## config.mk

```make
export PLATFORM = sky130hd
export DESIGN_NAME = mwpc_front
export DESIGN_NICKNAME = d
export VERILOG_FILES = /design/src/design/mwpc_pkg.sv /design/src/design/mwpc_front.sv
export SDC_FILE = /design/constraint.sdc
export NUM_CORES = 1
export LEC_CHECK = 0
export ABC_AREA = 1
export BUFFER_PORTS_ARGS = -buffer_cell sky130_fd_sc_hd__buf_2
export CORE_MARGIN = 1.5
export CORE_UTILIZATION = 50
export CTS_BUF_LIST = sky130_fd_sc_hd__clkbuf_16
export DETAILED_ROUTE_END_ITERATION = 16
export PLACE_DENSITY = 0.73
export SLEW_MARGIN = 20
export SYNTH_ARGS = -nofsm -noshare
export SYNTH_HDL_FRONTEND = slang
export SYNTH_SLANG_ARGS = --single-unit
```

## constraint.sdc

```tcl
create_clock -name clk -period 3 [get_ports clk]
set_clock_uncertainty 0.2 [all_clocks]
set_input_delay 0.15 -clock clk [delete_from_list [all_inputs] [get_ports clk]]
set_output_delay 0.15 -clock clk [all_outputs]
set_load 0.005 [all_outputs]
```

## src/design/mwpc_pkg.sv

```systemverilog
// Shared types, constants and width helpers for the max window pixel count unit.
package mwpc_pkg;

    localparam int IMAGE_SIDE_W  = 11;
    localparam int WINDOW_SIDE_W = 7;
    localparam int MAX_COUNT_W   = 13;
    localparam int CFG_INDEX_W   = 2;
    localparam int PIXEL_TDATA_W = 8;
    localparam int COUNT_TDATA_W = 16;

    localparam logic [CFG_INDEX_W-1:0] REG_IMAGE_SIDE  = 2'd0;
    localparam logic [CFG_INDEX_W-1:0] REG_WINDOW_SIDE = 2'd1;

    typedef struct packed {
        logic frame_clear;
        logic frame_end;
        logic at_origin;
    } front_status_t;

    typedef struct packed {
        logic busy;
        logic last_done;
    } back_status_t;

    // index width for a store of the given depth, at least one bit
    function automatic int idx_w(input int depth);
        return (depth > 1) ? $clog2(depth) : 1;
    endfunction

    // packed width of one queued pixel item
    function automatic int item_w(input int pos_w, input int ha_w);
        return 2 * pos_w + 2 * ha_w + 7;
    endfunction

endpackage

```

## src/design/mwpc_front.sv

```systemverilog
// Front end: config registers, raster position tracking and per-pixel classification.
module mwpc_front
    import mwpc_pkg::*;
#(
    parameter int MAX_SIDE   = 1024,
    parameter int MAX_WINDOW = 64
)
(
    input  logic                     clk,
    input  logic                     rst_n,
    input  logic                     cfg_valid,
    output logic                     cfg_ready,
    input  logic [CFG_INDEX_W-1:0]   cfg_index,
    input  logic [IMAGE_SIDE_W-1:0]  cfg_data,
    input  logic                     pix_valid,
    output logic                     pix_ready,
    input  logic                     pix,
    output logic                     item_push,
    output logic [item_w(idx_w(MAX_SIDE), idx_w(MAX_WINDOW * MAX_SIDE))-1:0] item,
    input  logic                     queue_full,
    output front_status_t            status
);

    localparam int POS_W  = idx_w(MAX_SIDE);
    localparam int HA_W   = idx_w(MAX_WINDOW * MAX_SIDE);
    localparam int SIDE_W = $clog2(MAX_SIDE + 1);
    localparam int K_W    = $clog2(MAX_WINDOW + 1);
    localparam int HIST_DEPTH = MAX_WINDOW * MAX_SIDE;

    typedef struct packed {
        logic              px;
        logic [POS_W-1:0]  col;
        logic [POS_W-1:0]  col_back;
        logic [HA_W-1:0]   hist_wr;
        logic [HA_W-1:0]   hist_rd;
        logic              first_row;
        logic              first_col;
        logic              sub_hist;
        logic              sub_copy;
        logic              score;
        logic              last;
    } item_t;

    logic [SIDE_W-1:0] side_reg, side_next;
    logic [K_W-1:0]    k_reg, k_next;
    logic [POS_W-1:0]  row_reg, row_next;
    logic [POS_W-1:0]  col_reg, col_next;
    logic [HA_W-1:0]   wr_base_reg, wr_base_next;
    logic [HA_W-1:0]   rd_base_reg, rd_base_next;

    logic  accept;
    logic  cfg_write;
    logic  row_end;
    logic  frame_end;
    item_t cur;

    assign cfg_ready = 1'b1;
    assign cfg_write = cfg_valid & cfg_ready;
    assign pix_ready = ~queue_full;
    assign accept    = pix_valid & pix_ready;
    assign item_push = accept;
    assign item      = cur;

    assign row_end   = (32'(col_reg) + 32'd1 == 32'(side_reg));
    assign frame_end = row_end & (32'(row_reg) + 32'd1 == 32'(side_reg));

    // classification of the current pixel
    always_comb
    begin
        cur.px        = pix;
        cur.col       = col_reg;
        cur.col_back  = POS_W'(32'(col_reg) - 32'(k_reg));
        cur.hist_wr   = HA_W'(32'(wr_base_reg) + 32'(col_reg));
        cur.hist_rd   = HA_W'(32'(rd_base_reg) + 32'(col_reg));
        cur.first_row = (row_reg == '0);
        cur.first_col = (col_reg == '0);
        cur.sub_hist  = (32'(row_reg) >= 32'(k_reg));
        cur.sub_copy  = (32'(col_reg) >= 32'(k_reg));
        cur.score     = (k_reg != '0)
                        && (32'(row_reg) + 32'd1 >= 32'(k_reg))
                        && (32'(col_reg) + 32'd1 >= 32'(k_reg));
        cur.last      = frame_end;
    end

    // config decode, saturating to the supported range
    always_comb
    begin
        side_next = side_reg;
        k_next    = k_reg;
        if (cfg_write)
        begin
            unique case (cfg_index)
                REG_IMAGE_SIDE:
                begin
                    if (cfg_data == '0)
                        side_next = SIDE_W'(1);
                    else if (32'(cfg_data) > MAX_SIDE)
                        side_next = SIDE_W'(MAX_SIDE);
                    else
                        side_next = SIDE_W'(cfg_data);
                end
                REG_WINDOW_SIDE:
                begin
                    if (32'(cfg_data[WINDOW_SIDE_W-1:0]) > MAX_WINDOW)
                        k_next = K_W'(MAX_WINDOW);
                    else
                        k_next = K_W'(cfg_data[WINDOW_SIDE_W-1:0]);
                end
                default:
                begin
                    side_next = side_reg;
                end
            endcase
        end
    end

    // raster position and history row bases
    always_comb
    begin
        row_next     = row_reg;
        col_next     = col_reg;
        wr_base_next = wr_base_reg;
        rd_base_next = rd_base_reg;
        priority if (cfg_write)
        begin
            row_next     = '0;
            col_next     = '0;
            wr_base_next = '0;
            rd_base_next = '0;
        end
        else if (accept)
        begin
            if (!row_end)
            begin
                col_next = POS_W'(32'(col_reg) + 32'd1);
            end
            else if (frame_end)
            begin
                row_next     = '0;
                col_next     = '0;
                wr_base_next = '0;
                rd_base_next = '0;
            end
            else
            begin
                col_next = '0;
                row_next = POS_W'(32'(row_reg) + 32'd1);
                if (32'(wr_base_reg) + MAX_SIDE >= HIST_DEPTH)
                    wr_base_next = '0;
                else
                    wr_base_next = HA_W'(32'(wr_base_reg) + MAX_SIDE);
                // oldest row of the window starts once row k is reached
                if (32'(row_reg) + 32'd1 == 32'(k_reg))
                    rd_base_next = '0;
                else if (32'(row_reg) + 32'd1 > 32'(k_reg))
                begin
                    if (32'(rd_base_reg) + MAX_SIDE >= HIST_DEPTH)
                        rd_base_next = '0;
                    else
                        rd_base_next = HA_W'(32'(rd_base_reg) + MAX_SIDE);
                end
            end
        end
    end

    always_ff @(posedge clk or negedge rst_n)
    begin
        if (!rst_n)
        begin
            side_reg    <= SIDE_W'(1);
            k_reg       <= K_W'(1);
            row_reg     <= '0;
            col_reg     <= '0;
            wr_base_reg <= '0;
            rd_base_reg <= '0;
        end
        else
        begin
            side_reg    <= side_next;
            k_reg       <= k_next;
            row_reg     <= row_next;
            col_reg     <= col_next;
            wr_base_reg <= wr_base_next;
            rd_base_reg <= rd_base_next;
        end
    end

    assign status.frame_clear = cfg_write;
    assign status.frame_end   = accept & frame_end & ~cfg_write;
    assign status.at_origin   = (row_reg == '0) && (col_reg == '0);

endmodule

```

# Yosys cells after proc, flatten, opt, wreduce, memory -nomap -nowiden
# Index checks and enable logic that the tools add are counted.
# totals
ff_bits	70
inputBits	19
out_inout_bits	65
# classes
n_addsub	7
n_lt_le_gt_ge	9
eq_ne	4
n_mux	22
n_bitwise	6
n_reduce_logical	15
# op_table
operator	n
$mux W16	12
$mux W10	7
$eq A32 B11 Y1	2
$ge A32 B17 Y1 const B	2
$ge A32 B7 Y1	2
$add A16 B11 Y17 const B	2
$add A16 B10 Y16	2
$eq A32 B7 Y1	1
$add A10 B1 Y11 const B	2
$mux W11	2
$ge A10 B7 Y1	2
$logic_not A10 Y1	2
$gt A11 B11 Y1 const B	1
$gt A11 B7 Y1	1
$logic_not A11 Y1	1
$sub A10 B7 Y10	1
$gt A7 B7 Y1 const B	1
$mux W7	1
$reduce_bool A7 Y1	1
$reduce_and A2 Y1	3
$and A1 B1 Y1	4
$reduce_bool A2 Y1	2
$reduce_bool A4 Y1	1
$logic_and A1 B1 Y1	3
other kinds (4)	5

# Longest topological paths before layout
# logic_depth
depth_word	9
depth_mapped	18

# Worst setup path before layout
# Ideal clock, no wire load.
# synth_path
kind	register to register
start	register row_reg[4]
end	register rd_base_reg[15]
setup_time_ps	117
t_arrival_ps	2249
setup_slack_ps	434
path_stages_with_launch	18
n_path_buf	0
synth_period_minus_slack_ps	2566
path_cell_list	dfrtp_1 -> nand2_1 -> nor2_1 -> nand3_1 -> nand2_1 -> inv_1 -> ha_1 -> nand2_1 -> inv_1 -> o21ai_0 -> nand3b_1 -> or2_1 -> nor2_2 -> nand2_1 -> nand3_2 -> inv_1 -> nand3_1 -> nand2_1
# synth_between
elab_chain_len	7
word_cells_on_any_way	12
classes_between	add/sub (1); order compare (1); eq/ne (2); mux (5); bitwise (1); reduce/logical (2)
# synth_rtl
item	line	text
from (decl)	mwpc_front.sv:46	logic [POS_W-1:0] row_reg, row_next;
from (signal assigned)	mwpc_front.sv:181	row_reg <= row_next;
$add A10 B1 Y11 *	mwpc_front.sv:65, mwpc_front.sv:153, mwpc_front.sv:155	
$eq A32 B7 Y1 / $eq A32 B11 Y1 (equally long branches)	mwpc_front.sv:153, mwpc_front.sv:65	
$mux W16 / $and A1 B1 Y1 (equally long branches)	mwpc_front.sv:153, mwpc_front.sv:65	
$mux W16	mwpc_front.sv:137	else if (frame_end)
$mux W16	mwpc_front.sv:133	if (!row_end)
$mux W16	mwpc_front.sv:131	else if (accept)
$mux W16	mwpc_front.sv:124	priority if (cfg_write)
to (signal assigned)	mwpc_front.sv:184	rd_base_reg <= rd_base_next;
to (decl)	mwpc_front.sv:49	logic [HA_W-1:0] rd_base_reg, rd_base_next;
# Every way passes the cells marked *; elsewhere a longest branch is shown, timed or not. The select of a mux whose other input is x is not followed.
# A chain may end at the register's enable or synchronous reset.

# Worst setup path after layout
# layout_path
start	register row_reg[1]
end	output port item[1]
# layout_between
elab_chain_len	4
# layout_rtl
item	line	text
$add A10 B1 Y11	mwpc_front.sv:80	&& (32'(row_reg) + 32'd1 >= 32'(k_reg))
$ge A32 B7 Y1	mwpc_front.sv:80	
$logic_and A1 B1 Y1	mwpc_front.sv:80	
$logic_and A1 B1 Y1	mwpc_front.sv:81	&& (32'(col_reg) + 32'd1 >= 32'(k_reg));
to (decl)	mwpc_front.sv:19	output logic [item_w(idx_w(MAX_SIDE), idx_w(MAX_WINDOW * MAX_SIDE))-1:0] item,
# No other way between the ends.

==> PnR_summary.wiki <==
{| class="wikitable"
! Metric !! Value
|-
| Status || finished clean
|-
| Largest net degree at the start of global routing || 34
|-
| Post-DRT Antenna Nets || 0
|-
| Net count of the finished layout || about 770
|-
| Routed wirelength normalized by instance count || about 15 um
|-
| Routed wire length || about 13000 um
|-
| Critical path required time || roughly 2700 ps
|-
| Headroom to the max-slew limit || 0.475
|-
| Crit path kind || register to primary output
|-
| Post-synthesis instance total || 640
|-
| CTS Buffer Depth || 2
|-
| Net count of the mapped netlist || 694
|-
| Cell Pwr Density || roughly 430 nW/um2
|-
| Final cell area excluding filler cells || about 5300 um2
|-
| Worst slew pin tran || between 700 and 800 ps
|-
| Area of the mapped netlist || between 4000 and 5000 um2
|-
| Global-route wire length before repair || 20900 um
|-
| Post-DP Area || a little under 5000 um2
|-
| Crit path max fanout || 3
|-
| Startpoint type of the worst setup path || register
|-
| Clk pin slew, worst setup/hold paths || 70 ps
|-
| Slack of the worst reg-to-reg path || around 180 ps
|-
| Leakage || around 2.9 nW
|-
| Max FFs per register || 11
|-
| Number of rows created at floorplan || 34
|-
| H-tree lvl count || 2
|-
| Critical path endpoint category || primary output
|-
| Number of sinks on the clock net || 50
|-
| Via count of the first global-routing pass || roughly 4300
|-
| Final number of setup-violating endpoints || 0
|-
| Post-route fraction of the period consumed by the critical path || 0.985
|-
| Vias || roughly 4500
|-
| Worst setup startpoint || row_reg[1]
|-
| Placed wire-length estimate || slightly above 10000 um
|-
| Part of the Yosys area used for sequential elements || 0.284
|-
| Fraction of layout cells with a size suffix above 1 || 0.227
|-
| Final hold viol count || 0
|-
| DR pass1 iterations || 5
|-
| Post-route DRC violation count || 0
|-
| Via density per instance || about 5.4
|-
| TritonCTS clock tree || yes
|-
| Setup repair after global routing missed its margin || yes
|-
| Highest ir drop seen on vdd || slightly above 0.0003 V
|-
| Highest-count cells in the layout ignoring fill and taps || 139 x sky130_fd_sc_hd__nand2_1, 92 x sky130_fd_sc_hd__inv_1, 80 x sky130_fd_sc_hd__buf_2
|-
| Core box area || approximately 8600 um2
|-
| Mean Syn Cell Area || between 6 and 7 um2
|-
| Worst min-delay path class || input port to register
|-
| Peak clock frequency supported by timing || 338 MHz
|-
| Top-level I/O count || 84
|-
| Max-slew violation count || 0
|-
| FFs w/ async S/R, synth || 1.00
|-
| Overall track demand over capacity in global routing || 0.275
|-
| Overall power after layout || ~2.3 mW
|-
| Grt ovf || 0
|-
| Starting DRT DRC Count || 320
|-
| Root buffer selected by CTS || sky130_fd_sc_hd__clkbuf_16
|-
| Number of buffers created by CTS || 5
|-
| Distinct cell type count after synthesis || 45
|-
| Warnings, synthesis || 0
|-
| Top_reg_cell synth || sky130_fd_sc_hd__dfrtp_1
|-
| Die span in x || around 97 um
|-
| Clock insertion delay at the later pin of the skew report || approximately 290 ps
|-
| Starting density of the core || 0.511
|-
| Most common cell after layout, fill and taps aside || sky130_fd_sc_hd__nand2_1
|-
| Number of buffer cells added on primary ports || 80
|-
| Register bit count reported by yosys || 50
|-
| Number of antenna violations at the first check in global routing || 0
|-
| Area growth, synth to finish || 19.4%
|-
| Max Cap Violations || 0
|-
| Number of enable-type register cells in the synthesized netlist || 0
|-
| Arrival time of data at the critical path endpoint || between 2000 and 3000 ps
|-
| HP Start || cfg_index[0]
|-
| Ant diodes || 0
|-
| Gp weighted congestion || just over 0.9
|-
| Launch point of the worst reg-to-reg path || row_reg[1]
|-
| Vertical die dimension || slightly below 100 um
|-
| Die outline area || 9410 um2
|-
| Min Tclk post-route || 2960 ps
|}
cell type report:
| cell class | count | area, um2 |
|---|---|---|
| clock buffers | 5 | 125 |
| clock inverters | 3 | 21.3 |
| fillers | 793 | 3360 |
| inverters | 98 | 368 |
| multi-input cells | 449 | 2660 |
| flip-flops and latches | 50 | 1260 |
| well taps | 108 | 135 |
| repair buffers | 116 | 707 |
cell usage after synthesis, types with 13 or more instances:
| library cell | n | area, um2 |
|---|---|---|
| sky130_fd_sc_hd__nand4_1 | 13 | 81.3 |
| sky130_fd_sc_hd__o21ai_0 | 27 | 135 |
| sky130_fd_sc_hd__o22ai_1 | 22 | 138 |
| sky130_fd_sc_hd__nor2_1 | 45 | 169 |
| sky130_fd_sc_hd__inv_1 | 93 | 349 |
| sky130_fd_sc_hd__dfrtp_1 | 48 | 1200 |
| sky130_fd_sc_hd__ha_1 | 34 | 425 |
| sky130_fd_sc_hd__a21oi_1 | 15 | 75.1 |
| sky130_fd_sc_hd__clkbuf_1 | 22 | 82.6 |
| sky130_fd_sc_hd__nand3_1 | 75 | 375 |
| sky130_fd_sc_hd__xor2_1 | 17 | 149 |
| sky130_fd_sc_hd__nand2_1 | 143 | 537 |
| sky130_fd_sc_hd__buf_4 | 16 | 120 |
worst max-delay path, stage by stage, from the launching register on:
cell	delay, ps
sky130_fd_sc_hd__dfrtp_1	390
sky130_fd_sc_hd__ha_2	210
sky130_fd_sc_hd__buf_4	120
sky130_fd_sc_hd__nor2_4	40
sky130_fd_sc_hd__nor2_2	160
sky130_fd_sc_hd__ha_4	230
sky130_fd_sc_hd__a21oi_1	110
sky130_fd_sc_hd__o21ai_0	90
sky130_fd_sc_hd__a21oi_1	190
sky130_fd_sc_hd__nor2_1	50
sky130_fd_sc_hd__or2_1	210
sky130_fd_sc_hd__nor2_2	110
sky130_fd_sc_hd__nand2_2	90
sky130_fd_sc_hd__o41ai_2	60
sky130_fd_sc_hd__nor2_1	120
sky130_fd_sc_hd__buf_2	140
power breakdown:
part           internal, mW  switching [mW]  leakage (nW)
sequential            0.740          0.0766         0.662
clock                 0.310           0.272        0.0698
combinational         0.372           0.501          2.17
total                  1.42           0.849          2.90
routing by layer:
layer  share of wire  track usage
met1            0.43        0.354
met2            0.47        0.457
met3           0.061       0.0419
met4           0.035        0.118
met5               0            0
final timing paths:
path                              endpoint  cells after the start
min in group asynchronous  wr_base_reg[12]                      2
max                                item[1]                     15
min                               k_reg[6]                      3
max reg2reg                rd_base_reg[13]                     17
max in group asynchronous      side_reg[0]                      3
min reg2reg                    side_reg[0]                      2
metrics by stage:
stage / setup TNS [ps] / std cells / utilization / setup WS, ps / hold WS (ps)
2_1_floorplan: 0 / 640 / - / 434 / -346
3_3_place_gp: 0 / 797 / 0.556 / 197 / 72.4
3_5_place_dp: 0 / 797 / 0.556 / 110 / 88.9
4_1_cts: 0 / 827 / 0.599 / 7.07 / 28.9
5_1_grt: -82.5 / 829 / 0.611 / -55.7 / 67.4
6_report: 0 / 829 / 0.611 / 44.9 / 42.1
kinds of logic after synthesis:
family,after synthesis,synth area share
buffers and inverters,141,0.137
DFF,50,0.284
other,1,0.000849
and+or+nand+nor,319,0.339
adders and majority gates,35,0.101
AOI/OAI and AO/OA,74,0.0992
xor gates and xnor gates,20,0.0397
timing repair:
item	4_1_cts	5_1_grt
setup buffers	9	2
gates resized for setup	8	18
hold endpoints to repair	49	0
pin swaps	5	7
hold buffers	13	0
endpoints found under the setup margin	1	10
Power figures use the tool's default switching activity.
