## config.mk

```make
export PLATFORM = sky130hd
export DESIGN_NAME = mwpc_queue
export DESIGN_NICKNAME = d
export VERILOG_FILES = /design/src/design/mwpc_pkg.sv /design/src/design/mwpc_queue.sv
export SDC_FILE = /design/constraint.sdc
export NUM_CORES = 1
export LEC_CHECK = 0
export ABC_AREA = 0
export BUFFER_PORTS_ARGS = -buffer_cell sky130_fd_sc_hd__buf_2
export CORE_MARGIN = 5
export CORE_UTILIZATION = 50
export CTS_CLUSTER_SIZE = 20
export DETAILED_ROUTE_END_ITERATION = 10
export GPL_TIMING_DRIVEN = 0
export PLACE_DENSITY = 0.72
export REMOVE_ABC_BUFFERS = 1
export SETUP_SLACK_MARGIN = 0.5
export SLEW_MARGIN = 30
export SYNTH_ARGS = -nofsm -noshare
export SYNTH_HDL_FRONTEND = slang
export SYNTH_SLANG_ARGS = --single-unit
export TNS_END_PERCENT = 50
```

## constraint.sdc

```tcl
create_clock -name clk -period 4.77 [get_ports clk]
set_clock_uncertainty 0.05 [all_clocks]
set_input_delay 0.477 -clock clk [delete_from_list [all_inputs] [get_ports clk]]
set_output_delay 0.477 -clock clk [all_outputs]
set_load 0.1 [all_outputs]
```

## src/design/mwpc_pkg.sv

```systemverilog
// Shared types, constants and width helpers for the max window pixel count unit.
package mwpc_pkg;

    localparam int IMAGE_SIDE_W  = 11;
    localparam int WINDOW_SIDE_W = 7;
    localparam int MAX_COUNT_W   = 13;
    localparam int CFG_INDEX_W   = 2;
    localparam int PIXEL_TDATA_W = 8;
    localparam int COUNT_TDATA_W = 16;

    localparam logic [CFG_INDEX_W-1:0] REG_IMAGE_SIDE  = 2'd0;
    localparam logic [CFG_INDEX_W-1:0] REG_WINDOW_SIDE = 2'd1;

    typedef struct packed {
        logic frame_clear;
        logic frame_end;
        logic at_origin;
    } front_status_t;

    typedef struct packed {
        logic busy;
        logic last_done;
    } back_status_t;

    // index width for a store of the given depth, at least one bit
    function automatic int idx_w(input int depth);
        return (depth > 1) ? $clog2(depth) : 1;
    endfunction

    // packed width of one queued pixel item
    function automatic int item_w(input int pos_w, input int ha_w);
        return 2 * pos_w + 2 * ha_w + 7;
    endfunction

endpackage

```

## src/design/mwpc_queue.sv

```systemverilog
// Small FIFO between the front end and the back end.
module mwpc_queue
    import mwpc_pkg::*;
#(
    parameter int WIDTH = 8,
    parameter int DEPTH = 4
)
(
    input  logic              clk,
    input  logic              rst_n,
    input  logic              push,
    input  logic [WIDTH-1:0]  push_data,
    output logic              full,
    input  logic              pop,
    output logic              head_valid,
    output logic [WIDTH-1:0]  head_data
);

    localparam int PTR_W = idx_w(DEPTH);
    localparam int CNT_W = $clog2(DEPTH + 1);

    logic [WIDTH-1:0] slot_reg [DEPTH];
    logic [PTR_W-1:0] wr_ptr_reg, wr_ptr_next;
    logic [PTR_W-1:0] rd_ptr_reg, rd_ptr_next;
    logic [CNT_W-1:0] count_reg, count_next;
    logic             do_push, do_pop;

    assign full       = (32'(count_reg) == DEPTH);
    assign head_valid = (count_reg != '0);
    assign head_data  = slot_reg[rd_ptr_reg];
    assign do_push    = push & ~full;
    assign do_pop     = pop & head_valid;

    always_comb
    begin
        wr_ptr_next = wr_ptr_reg;
        rd_ptr_next = rd_ptr_reg;
        count_next  = count_reg;
        if (do_push)
            wr_ptr_next = (32'(wr_ptr_reg) == DEPTH - 1) ? '0 : PTR_W'(32'(wr_ptr_reg) + 32'd1);
        if (do_pop)
            rd_ptr_next = (32'(rd_ptr_reg) == DEPTH - 1) ? '0 : PTR_W'(32'(rd_ptr_reg) + 32'd1);
        if (do_push && !do_pop)
            count_next = CNT_W'(32'(count_reg) + 32'd1);
        else if (do_pop && !do_push)
            count_next = CNT_W'(32'(count_reg) - 32'd1);
    end

    always_ff @(posedge clk or negedge rst_n)
    begin
        if (!rst_n)
        begin
            wr_ptr_reg <= '0;
            rd_ptr_reg <= '0;
            count_reg  <= '0;
        end
        else
        begin
            wr_ptr_reg <= wr_ptr_next;
            rd_ptr_reg <= rd_ptr_next;
            count_reg  <= count_next;
        end
    end

    always_ff @(posedge clk)
    begin
        if (do_push)
        begin
            slot_reg[wr_ptr_reg] <= push_data;
        end
    end

endmodule

```

[After elaboration in Yosys (flattened, before gate mapping)]
Memory sizes are Yosys's and may differ from the RTL's.
Cells that the tools add are included.
Widths: inputs -> output; s select.
Word-level totals
  flip-flop bits (word level): 7
  output and inout port bits: 10
  memories kept: 1
  bits in writable memories: 32
  word-level logic and storage cells: 26
Memory list
  slot_reg: depth 4, width 8, read ports 1, clocked after Yosys merged registers in 0, write ports 1, line mwpc_queue.sv:22  | logic [WIDTH-1:0] slot_reg [DEPTH];
Operators by class
  add/subtract/negate cells: 4
  equality and inequality tests: 3
  multiplexer cells: 6
  bitwise gates (word level): 3
  reduce and logical (&&, ||, !) cells: 6
Operators by type and width (count)
  $mux 3: 2
  $add 2x1->2 const B: 2
  $eq 2x2->1 const B: 2
  $mux 2: 2
  $add 3x1->3 const B: 1
  $eq 3x3->1 const B: 1
  $reduce_bool 3->1: 1
  $sub 3x1->3 const B: 1
  $and 1x1->1: 2
  $logic_and 1x1->1: 2
  $logic_not 1->1: 2
  $mux 1: 2
  $reduce_bool 2->1: 1
  $not 1->1: 1

[Logic depth before layout (Yosys ltp)]
Gate-level depths: netlist of the first run.
  depth after elaboration: 7
  mapped depth: 9
  gate-level depth less buffers: 8

[Worst setup path after synthesis of the first run]
Ideal clock, no wire load.
  path type: register -> register
  from: register count_reg[0]
  to: register count_reg[1]
  data required time: 4595 ps
  setup slack: 2089 ps
  buffers on the path: 1
  cell stages (with the launch flop): 8
  period minus slack after synthesis: 2681 ps
  setup time: 125 ps
  arrival: 2506 ps
  path through: dfrtp_1 > nor3b_4 > nor2b_2 > buf_6 > ha_1 > inv_1 > fa_1 > mux2_2
Between the ends
  elaborated cells on any way between the ends: 14
RTL lines
  start, declared: line mwpc_queue.sv:25  | logic [CNT_W-1:0] count_reg, count_next;
  start signal, assigned: line mwpc_queue.sv:61  | count_reg <= count_next;
  $eq 3x3->1: line mwpc_queue.sv:28  | assign full = (32'(count_reg) == DEPTH);
  net full: line mwpc_queue.sv:13  | output logic full,
  $not 1->1: line mwpc_queue.sv:31  | assign do_push = push & ~full;
  $and 1x1->1: line mwpc_queue.sv:31
  net do_push: line mwpc_queue.sv:26  | logic do_push, do_pop;
  $logic_and 1x1->1: line mwpc_queue.sv:43  | if (do_push && !do_pop)
  $mux 3: line mwpc_queue.sv:43
  net count_next[1]: line mwpc_queue.sv:25
The timed path passes the listed nets, and every way through them passes these cells. The select of a mux whose other input is x is not followed.
A chain may end at the register's enable or synchronous reset.

[Worst setup path after layout of the first run]
  from: register rd_ptr_reg[0]
  to: output head_data[2]
Between the ends
  word-level cells in the longest chain between the ends: 1
Ends and longest elaborated chain
  start, declared: line mwpc_queue.sv:24  | logic [PTR_W-1:0] rd_ptr_reg, rd_ptr_next;
  start signal, assigned: line mwpc_queue.sv:60  | rd_ptr_reg <= rd_ptr_next;
  $mem_v2 4x8
  end, declared: line mwpc_queue.sv:16  | output logic [WIDTH-1:0] head_data
Every way passes these cells.

==> metrics.txt, run 1 <==
Root Buffer=clkbuf_4; fill cell count=around 250; initial antenna violation count=0; Worst-Margin Slew=0.596 ns; footprint of the multi-input gates=about 460 um^2; layout cells sized above 1=45.7%; WS Path Type=reg -> out; Core Box Area=3100 um^2; Synth Instances=79; Final Hold Viols=0; num rows=20; post-route ant nets=0; slew margin rel.=about three fifths; Max Slew Vio Count=0; CP arrival=slightly below 2 ns; H-tree Lvls=2; DR iter-0 viols=44; max-cap viol count=0; GRT Util Overall=13.2%; post-synthesis instance area=1630 um^2; TritonCTS Buffers=5; YS warnings=0; DR pass1 iterations=3; maximum clock insertion buffer count=2; max reg flops=32; grt total ovfl=0; worst-path fanout max=11; Hold WC Path Type=in -> reg; largest net degree at the start of global routing=12; gpl congestion=0.714; CP max stage delay=0.74 ns; register area=1140 um^2; n_diodes=0; FMAX=a little over 400 MHz; chip width=67.1 um; CP bufs+invs=1; worst-skew pair later-pin latency=0.33 ns; Die ar.=4510 um^2; Critical-path top delay cell=dfrtp_1; Port Buf Inserts=21; final WL=2440 um; Final #Nets=124; io pins=22; chip height=around 67 um; Avg Inst Size Synth=20.7 um^2; number of distinct library cells after synthesis=19; global-route wire length before repair=4110 um; Via Count=760; Setup-failing EPs final=0; RSZ-0062 raised after global routing=no; clock sink total=39; CP startpoint kind=register; CTS tree=built; worst reg2reg setup slack=2.59 ns; register area share after synthesis=between 60% and 70%; DR WL/cell=16.4 um; Area Overhead vs Synth=12.0%; critical path required time=4.24 ns; TNS Setup=0 ns; Seq cells post-synth=39; drt via density=5.10; Crit path max-delay family=flip-flops; Worst setup EP type=output port; dpl hpwl=1730 um; clk slew on worst S/H paths=0.10 ns; Initial Utilization=52.6%; min cycle time layout=2.49 ns; status=complete, no violations; CP cell instances=mux4_2, buf_2; fin crit share=52.1%; vias in the first global route=807; DRC viols=0
[cells by family (layout without fill, tap and decap cells)]
family / Yosys count / after routing / synth area share [%]
xor gates and xnor gates: 3 / 3 / 1.61
adders and majority gates: 7 / 7 / 5.83
buffers and inverters: 6 / 32 / 1.92
DFF: 39 / 39 / 69.6
muxes: 13 / 13 / 15.4
and+or+nand+nor: 11 / 11 / 5.60
[cell usage after synthesis]
master	n	area, um^2
and2_2	4	30.0
dfrtp_1	7	175
edfxtp_1	32	961
clkbuf_1	1	3.75
xnor2_1	1	8.76
buf_6	1	11.3
mux4_2	8	180
inv_1	3	11.3
nor2_1	3	11.3
xor2_1	2	17.5
or3_4	1	11.3
nand2_4	1	11.3
mux2_4	4	60.1
buf_2	1	5.00
mux2_2	1	11.3
fa_1	1	20.0
nor2b_2	1	8.76
nor3b_4	1	18.8
ha_1	6	75.1
[worst reg2reg max path, cell delays in order (launching register included)]
cell and delay, ns:
dfrtp_1 0.48, or3_4 0.43, nand2_4 0.10, ha_1 0.18, inv_1 0.06, fa_1 0.38, xor2_1 0.17, nor2_1 0.11
xor2_1 0.15
[through the flow]
step           hold WS (ns)  setup WS (ns)  instance area (um^2)  cells  util (%)
4_1_cts               0.291           2.21                  1830    149      58.9
3_5_place_dp          0.268           2.60                  1770    141      57.1
3_3_place_gp          0.267           2.62                  1770    141      57.1
2_1_floorplan         0.131           2.08                  1610     76         -
6_report              0.310           2.28                  1830    149      58.9
5_1_grt               0.283           2.13                  1830    149      58.9
[repair_timing]
item / in CTS / in global routing
hold buffers: 1 / 0
setup endpoints to repair: 0 / 0
buffers inserted: 0 / 0
resized for setup: 0 / 0
hold endpoints to repair: 7 / 0
[per-layer routing]
metal	wire, um	global-route usage (%)	vias up
li1	-	-	352
met1	950	15.3	386
met2	1310	21.5	15
met3	134	5.73	7
met4	44	5.32	0
met5	0	0	-
[worst paths after layout]
path,start,end,cells past startpoint
setup / recovery,rd_ptr_reg[0],head_data[2],2
hold / removal,push_data[1],slot_reg[0][1],1
setup reg to reg,count_reg[0],count_reg[2],8
hold reg to reg,count_reg[2],count_reg[2],1
max in group asynchronous,rst_n,count_reg[0],2
min in group asynchronous,rst_n,wr_ptr_reg[0],2
[placed cells by master, fill, tap and decap left out, drive strengths merged]
cell,Yosys,layout
dlygate4sd3,0,1
ha,6,6
and2,4,4
or3,1,1
clkbuf,1,5
nor2,3,3
fa,1,1
xnor2,1,1
nor3b,1,1
xor2,2,2
nand2,1,1
mux2,5,5
edfxtp,32,32
buf,2,21
nor2b,1,1
dfrtp,7,7
clkinv,0,2
mux4,8,8
inv,3,3
[final cells by class]
cell class	count	area share (%)
flip-flops and latches	39	62.1
multi-input cells	34	25.4
repair buffers	22	6.30
well taps	44	3.01
clock buffers	5	2.05
inverters	3	0.616
clock inverters	2	0.479
Power of run 1 is not shown: default switching activity piles up to over one toggle a cycle in this logic, so the estimate is an artifact.
==> run 2, diff against run 1 <==
--- a/config.mk
+++ b/config.mk
@@ -12,7 +12,7 @@
 export CTS_CLUSTER_SIZE = 20
 export DETAILED_ROUTE_END_ITERATION = 10
 export GPL_TIMING_DRIVEN = 0
-export PLACE_DENSITY = 0.72
+export PLACE_DENSITY = 0.75
 export REMOVE_ABC_BUFFERS = 1
 export SETUP_SLACK_MARGIN = 0.5
 export SLEW_MARGIN = 30
==> constraint.sdc (replaced) <==
create_clock -name clk -period 2.1 [get_ports clk]
set_clock_uncertainty 0.05 [all_clocks]
set_input_delay 0.21 -clock clk [delete_from_list [all_inputs] [get_ports clk]]
set_output_delay 0.21 -clock clk [all_outputs]
set_load 0.1 [all_outputs]
==> run 2 against run 1 <==
  * Core utilization rose by 9.2 points
  * Count of clock-buffer cells in the layout stayed put
  * Worst hold slack got worse by 0.29 ns
  * Cell count is 10% higher
  * Routed wire length is 25% higher
  * Register-to-register slack lost 2.5 ns
  * Setup slack got worse by 2.2 ns
  * Design area is 16% higher
==> metrics.txt, run 2 (same netlist as run 1, synthesis figures left out) <==
CP bufs+invs=1; commonest cells after routing, fill and taps aside=edfxtp_1 (32), buf_2 (12), buf_6 (10); max reg flops=32; CP startpoint kind=register; Root Buffer=clkbuf_4; Final #Nets=around 140; clock sink total=39; Final Hold Viols=0; RSZ-0062 raised after global routing=yes; worst-path fanout max=3; Worst setup EP type=register; CP cell instances=or3_4, nand2_4, ha_4, inv_2, fa_2, xor2_1, nor2_1, xor2_1; min cycle time layout=1.98 ns; drt via density=5.12; slew margin rel.=66.8%; gpl congestion=0.679; status=complete, no violations; Worst-Margin Slew=0.501 ns; clk slew on worst S/H paths=0.12 ns; fin crit share=94.1%; io pins=22; Critical-path top delay cell=dfrtp_2; layout cells sized above 1=between 50% and 60%; chip width=67.1 um; DR pass1 iterations=4; Core Box Area=approximately 3100 um^2; dpl hpwl=1680 um; FMAX=506 MHz; H-tree Lvls=2; max-cap viol count=0; vias in the first global route=910; CP max stage delay=~0.45 ns; CTS tree=built; largest net degree at the start of global routing=14; global-route wire length before repair=between 4000 and 5000 um; Die ar.=4510 um^2; most common cell after layout, fill and taps aside=edfxtp_1; n_diodes=0; DR WL/cell=18.7 um; WHS=0.0190 ns; final WL=3060 um; CP arrival=between 2 and 2.5 ns; Hold WC Path Type=in -> reg; Via Count=840; GRT Util Overall=15.2%; Port Buf Inserts=21; worst-skew pair later-pin latency=0.35 ns; CP dominant cell by count=xor2_1; num rows=20; TNS Setup=0 ns; WS Path Type=reg -> reg; Crit path max-delay family=simple AND/OR/NAND/NOR gates; Max Slew Vio Count=0; fill cell count=210; initial antenna violation count=0; DRC viols=0; grt total ovfl=0; critical path required time=2.28 ns; maximum clock insertion buffer count=2; Area Overhead vs Synth=29.5%; Initial Utilization=a little over half; chip height=approximately 67 um; DR iter-0 viols=39; post-route ant nets=0; TritonCTS Buffers=5; Setup-failing EPs final=0
==> run 2: worst paths after layout <==
path / start / endpoint / slack, ns / depth (start not counted)
max reg2reg: count_reg[0] / count_reg[2] / 0.12 / 8
min in group asynchronous: rst_n / count_reg[0] / 0.16 / 2
max: count_reg[0] / count_reg[2] / 0.12 / 8
max in group asynchronous: rst_n / count_reg[1] / 1.65 / 2
min reg2reg: count_reg[2] / count_reg[2] / 0.47 / 1
min: push_data[1] / slot_reg[2][1] / 0.02 / 1
==> run 2: worst reg2reg max path: cells and delay by family, from the launching register on <==
| family | cells | cell delay (ns) |
|---|---|---|
| and+or+nand+nor | 3 | 0.56 |
| DFF | 1 | 0.45 |
| adders and majority gates | 2 | 0.45 |
| xor gates and xnor gates | 2 | 0.32 |
| buffers and inverters | 1 | 0.03 |
==> run 2: cell type report <==
class                           count  area, um^2  share of cell area (%)
Tap cell                           44        55.1                    2.61
Multi-Input combinational cell     34         493                    23.3
Timing Repair Buffer               36         330                    15.6
Clock inverter                      3        43.8                    2.07
Inverter                            3        11.3                   0.533
Clock buffer                        5        37.5                    1.78
Sequential cell                    39        1140                    54.1
==> run 2: what timing repair did <==
item | 4_1_cts | 5_1_grt
endpoints found under the setup margin | 41 | 40
resized for setup | 43 | 3
endpoints found under the hold margin | 7 | 0
cloned | 0 | 0
pin swaps | 6 | 2
hold buffers | 1 | 0
buffers inserted | 12 | 2
==> run 2: stage by stage <==
stage	utilization [%]	std cells	worst slack, ns	cell area (um^2)
after global placement	57.1	141	-0.00111	1770
after detailed placement	57.1	141	-0.0652	1770
after floorplan	-	76	-0.593	1610
after CTS	67.3	162	0.155	2090
final	68.1	164	0.124	2110
after global routing	68.1	164	0.0535	2110
==> run 2: routing by layer <==
| layer | global-route usage, % | part of all wire (%) |
|---|---|---|
| met5 | 0 | 0 |
| met4 | 6.84 | 2.3 |
| met3 | 4.22 | 4.2 |
| met2 | 26.6 | 56 |
| met1 | 17.3 | 37 |
Power of run 2 is left out for the same reason.
==> run 3, diff against run 2 <==
--- a/config.mk
+++ b/config.mk
@@ -7,6 +7,7 @@
 export LEC_CHECK = 0
 export ABC_AREA = 0
 export BUFFER_PORTS_ARGS = -buffer_cell sky130_fd_sc_hd__buf_2
+export CORE_ASPECT_RATIO = 2
 export CORE_MARGIN = 5
 export CORE_UTILIZATION = 50
 export CTS_CLUSTER_SIZE = 20
==> run 3 against run 2 <==
  * Sequential share of layout area rose by 1.1 points
  * Sequential cell count did not move
  * Routed wire length is 9.4% lower
  * Global-route usage decreased by 1.8 points
  * Core utilization decreased by 2.5 points
  * Cell count down 9.1%
  * Non-clock buffer count shrank 2
  * Setup slack worse by 0.0011 ns
  * Critical path depth did not move
  * Die area grew 1.5%
  * Count of clock-buffer cells in the layout up 1
  * First-iteration DRC count is 72% lower
  * Critical endpoint unchanged
==> metrics.txt, run 3 (same netlist as run 1, synthesis figures left out) <==
CTS tree=built; min cycle time layout=1.98 ns; Via Count=812; TNS Setup=0 ns; gpl congestion=around 0.68; global-route wire length before repair=4500 um; final instance area=2070 um^2; commonest cells after routing, fill and taps aside=edfxtp_1 (32), buf_2 (11), buf_4 (10); critical path required time=2.26 ns; maximum clock insertion buffer count=2; max-cap viol count=0; Area Overhead vs Synth=26.8%; layout cells sized above 1=approximately 55%; clock sink total=39; Port Buf Inserts=21; initial antenna violation count=0; FMAX=between 500 and 600 MHz; grt total ovfl=0; fin crit share=between 90% and 100%; vias in the first global route=just over 900; chip height=90.8 um; Root Buffer=clkbuf_8; H-tree Lvls=2; WS Path Type=reg -> reg; Final #Nets=136; DR iter-0 viols=11; RR Startpoint=count_reg[1]; Max Slew Vio Count=0; Final Hold Viols=0; post-route ant nets=0; max reg flops=32; Core Box Area=3160 um^2; GRT Util Overall=13.4%; CP bufs+invs=1; area post-placement=1760 um^2; io pins=22; CP arrival=2.13 ns; fill cell count=218; crit path launch=count_reg[1]; Crit path max-delay family=simple AND/OR/NAND/NOR gates; CP startpoint kind=register; TritonCTS Buffers=5; WHS=roughly 0.082 ns; worst-path fanout max=3; RSZ-0062 raised after global routing=yes; final WL=2770 um; Worst-Margin Slew=approximately 0.46 ns; slew margin rel.=between 60% and 70%; num rows=29; dpl hpwl=1800 um; CP max stage delay=0.44 ns; worst hold start=push_data[4]; Critical-path top delay cell=dfrtp_2; Final Util=65.6%; Initial Utilization=51.7%; DR WL/cell=18.6 um; status=complete, no violations; DRC viols=0; drt via density=5.45; n_diodes=0; chip width=~50 um; Die ar.=4570 um^2; Hold WC Path Type=in -> reg; largest net degree at the start of global routing=12; most common cell after layout, fill and taps aside=edfxtp_1; clk slew on worst S/H paths=0.07 ns; CP cell instances=or3_4, nand2_4, ha_4, inv_2, fa_2, xor2_1, nor2_1, xor2_1; Worst setup EP type=register; Setup-failing EPs final=0; worst-skew pair later-pin latency=0.29 ns; CP dominant cell by count=xor2_1; DR pass1 iterations=3
run 3: worst paths after layout:
path / to / slack (ns) / cells after the start
worst min-delay path: slot_reg[0][4] / 0.08 / 1
max in group asynchronous: rd_ptr_reg[0] / 1.58 / 2
worst max-delay path: count_reg[2] / 0.12 / 8
worst max register to register: count_reg[2] / 0.12 / 8
worst min register to register: wr_ptr_reg[1] / 0.53 / 1
min in group asynchronous: wr_ptr_reg[1] / 0.23 / 2
run 3: stage by stage:
step	worst slack (ns)	instances
6_report	0.123	149
5_1_grt	0.0174	149
4_1_cts	0.130	145
3_5_place_dp	-0.0586	128
3_3_place_gp	-0.00423	128
2_1_floorplan	-0.593	76
run 3: worst reg2reg max path: stages, from the launching register on:
cell	delay, ns
dfrtp_2	0.44
or3_4	0.40
nand2_4	0.08
ha_4	0.13
inv_2	0.04
fa_2	0.33
xor2_1	0.16
nor2_1	0.11
xor2_1	0.16
run 3: repair_timing:
| action | 4_1_cts | 5_1_grt |
|---|---|---|
| pin swaps | 4 | 3 |
| hold endpoints to repair | 7 | 0 |
| hold buffers | 1 | 0 |
| setup buffers | 8 | 4 |
| resized for setup | 30 | 10 |
| endpoints found under the setup margin | 44 | 31 |
run 3: cell type report:
type	count	area, um^2	area share (%)
Inverter	3	11.3	0.544
Clock inverter	2	7.51	0.363
Clock buffer	6	72.6	3.51
Timing Repair Buffer	34	309	14.9
Multi-Input combinational cell	34	488	23.6
Sequential cell	39	1140	55.2
Tap cell	31	38.8	1.87
run 3: metal layers:
| metal | vias up | wire length, um | part of all wire, % | global-route usage [%] |
|---|---|---|---|---|
| li1 | 373 | - | - | - |
| met1 | 411 | 941 | 34 | 13.6 |
| met2 | 21 | 1640 | 59 | 23.7 |
| met3 | 7 | 128 | 4.6 | 3.97 |
| met4 | 0 | 65 | 2.3 | 6.40 |
| met5 | - | 0 | 0 | 0 |
Power of run 3 is left out for the same reason.
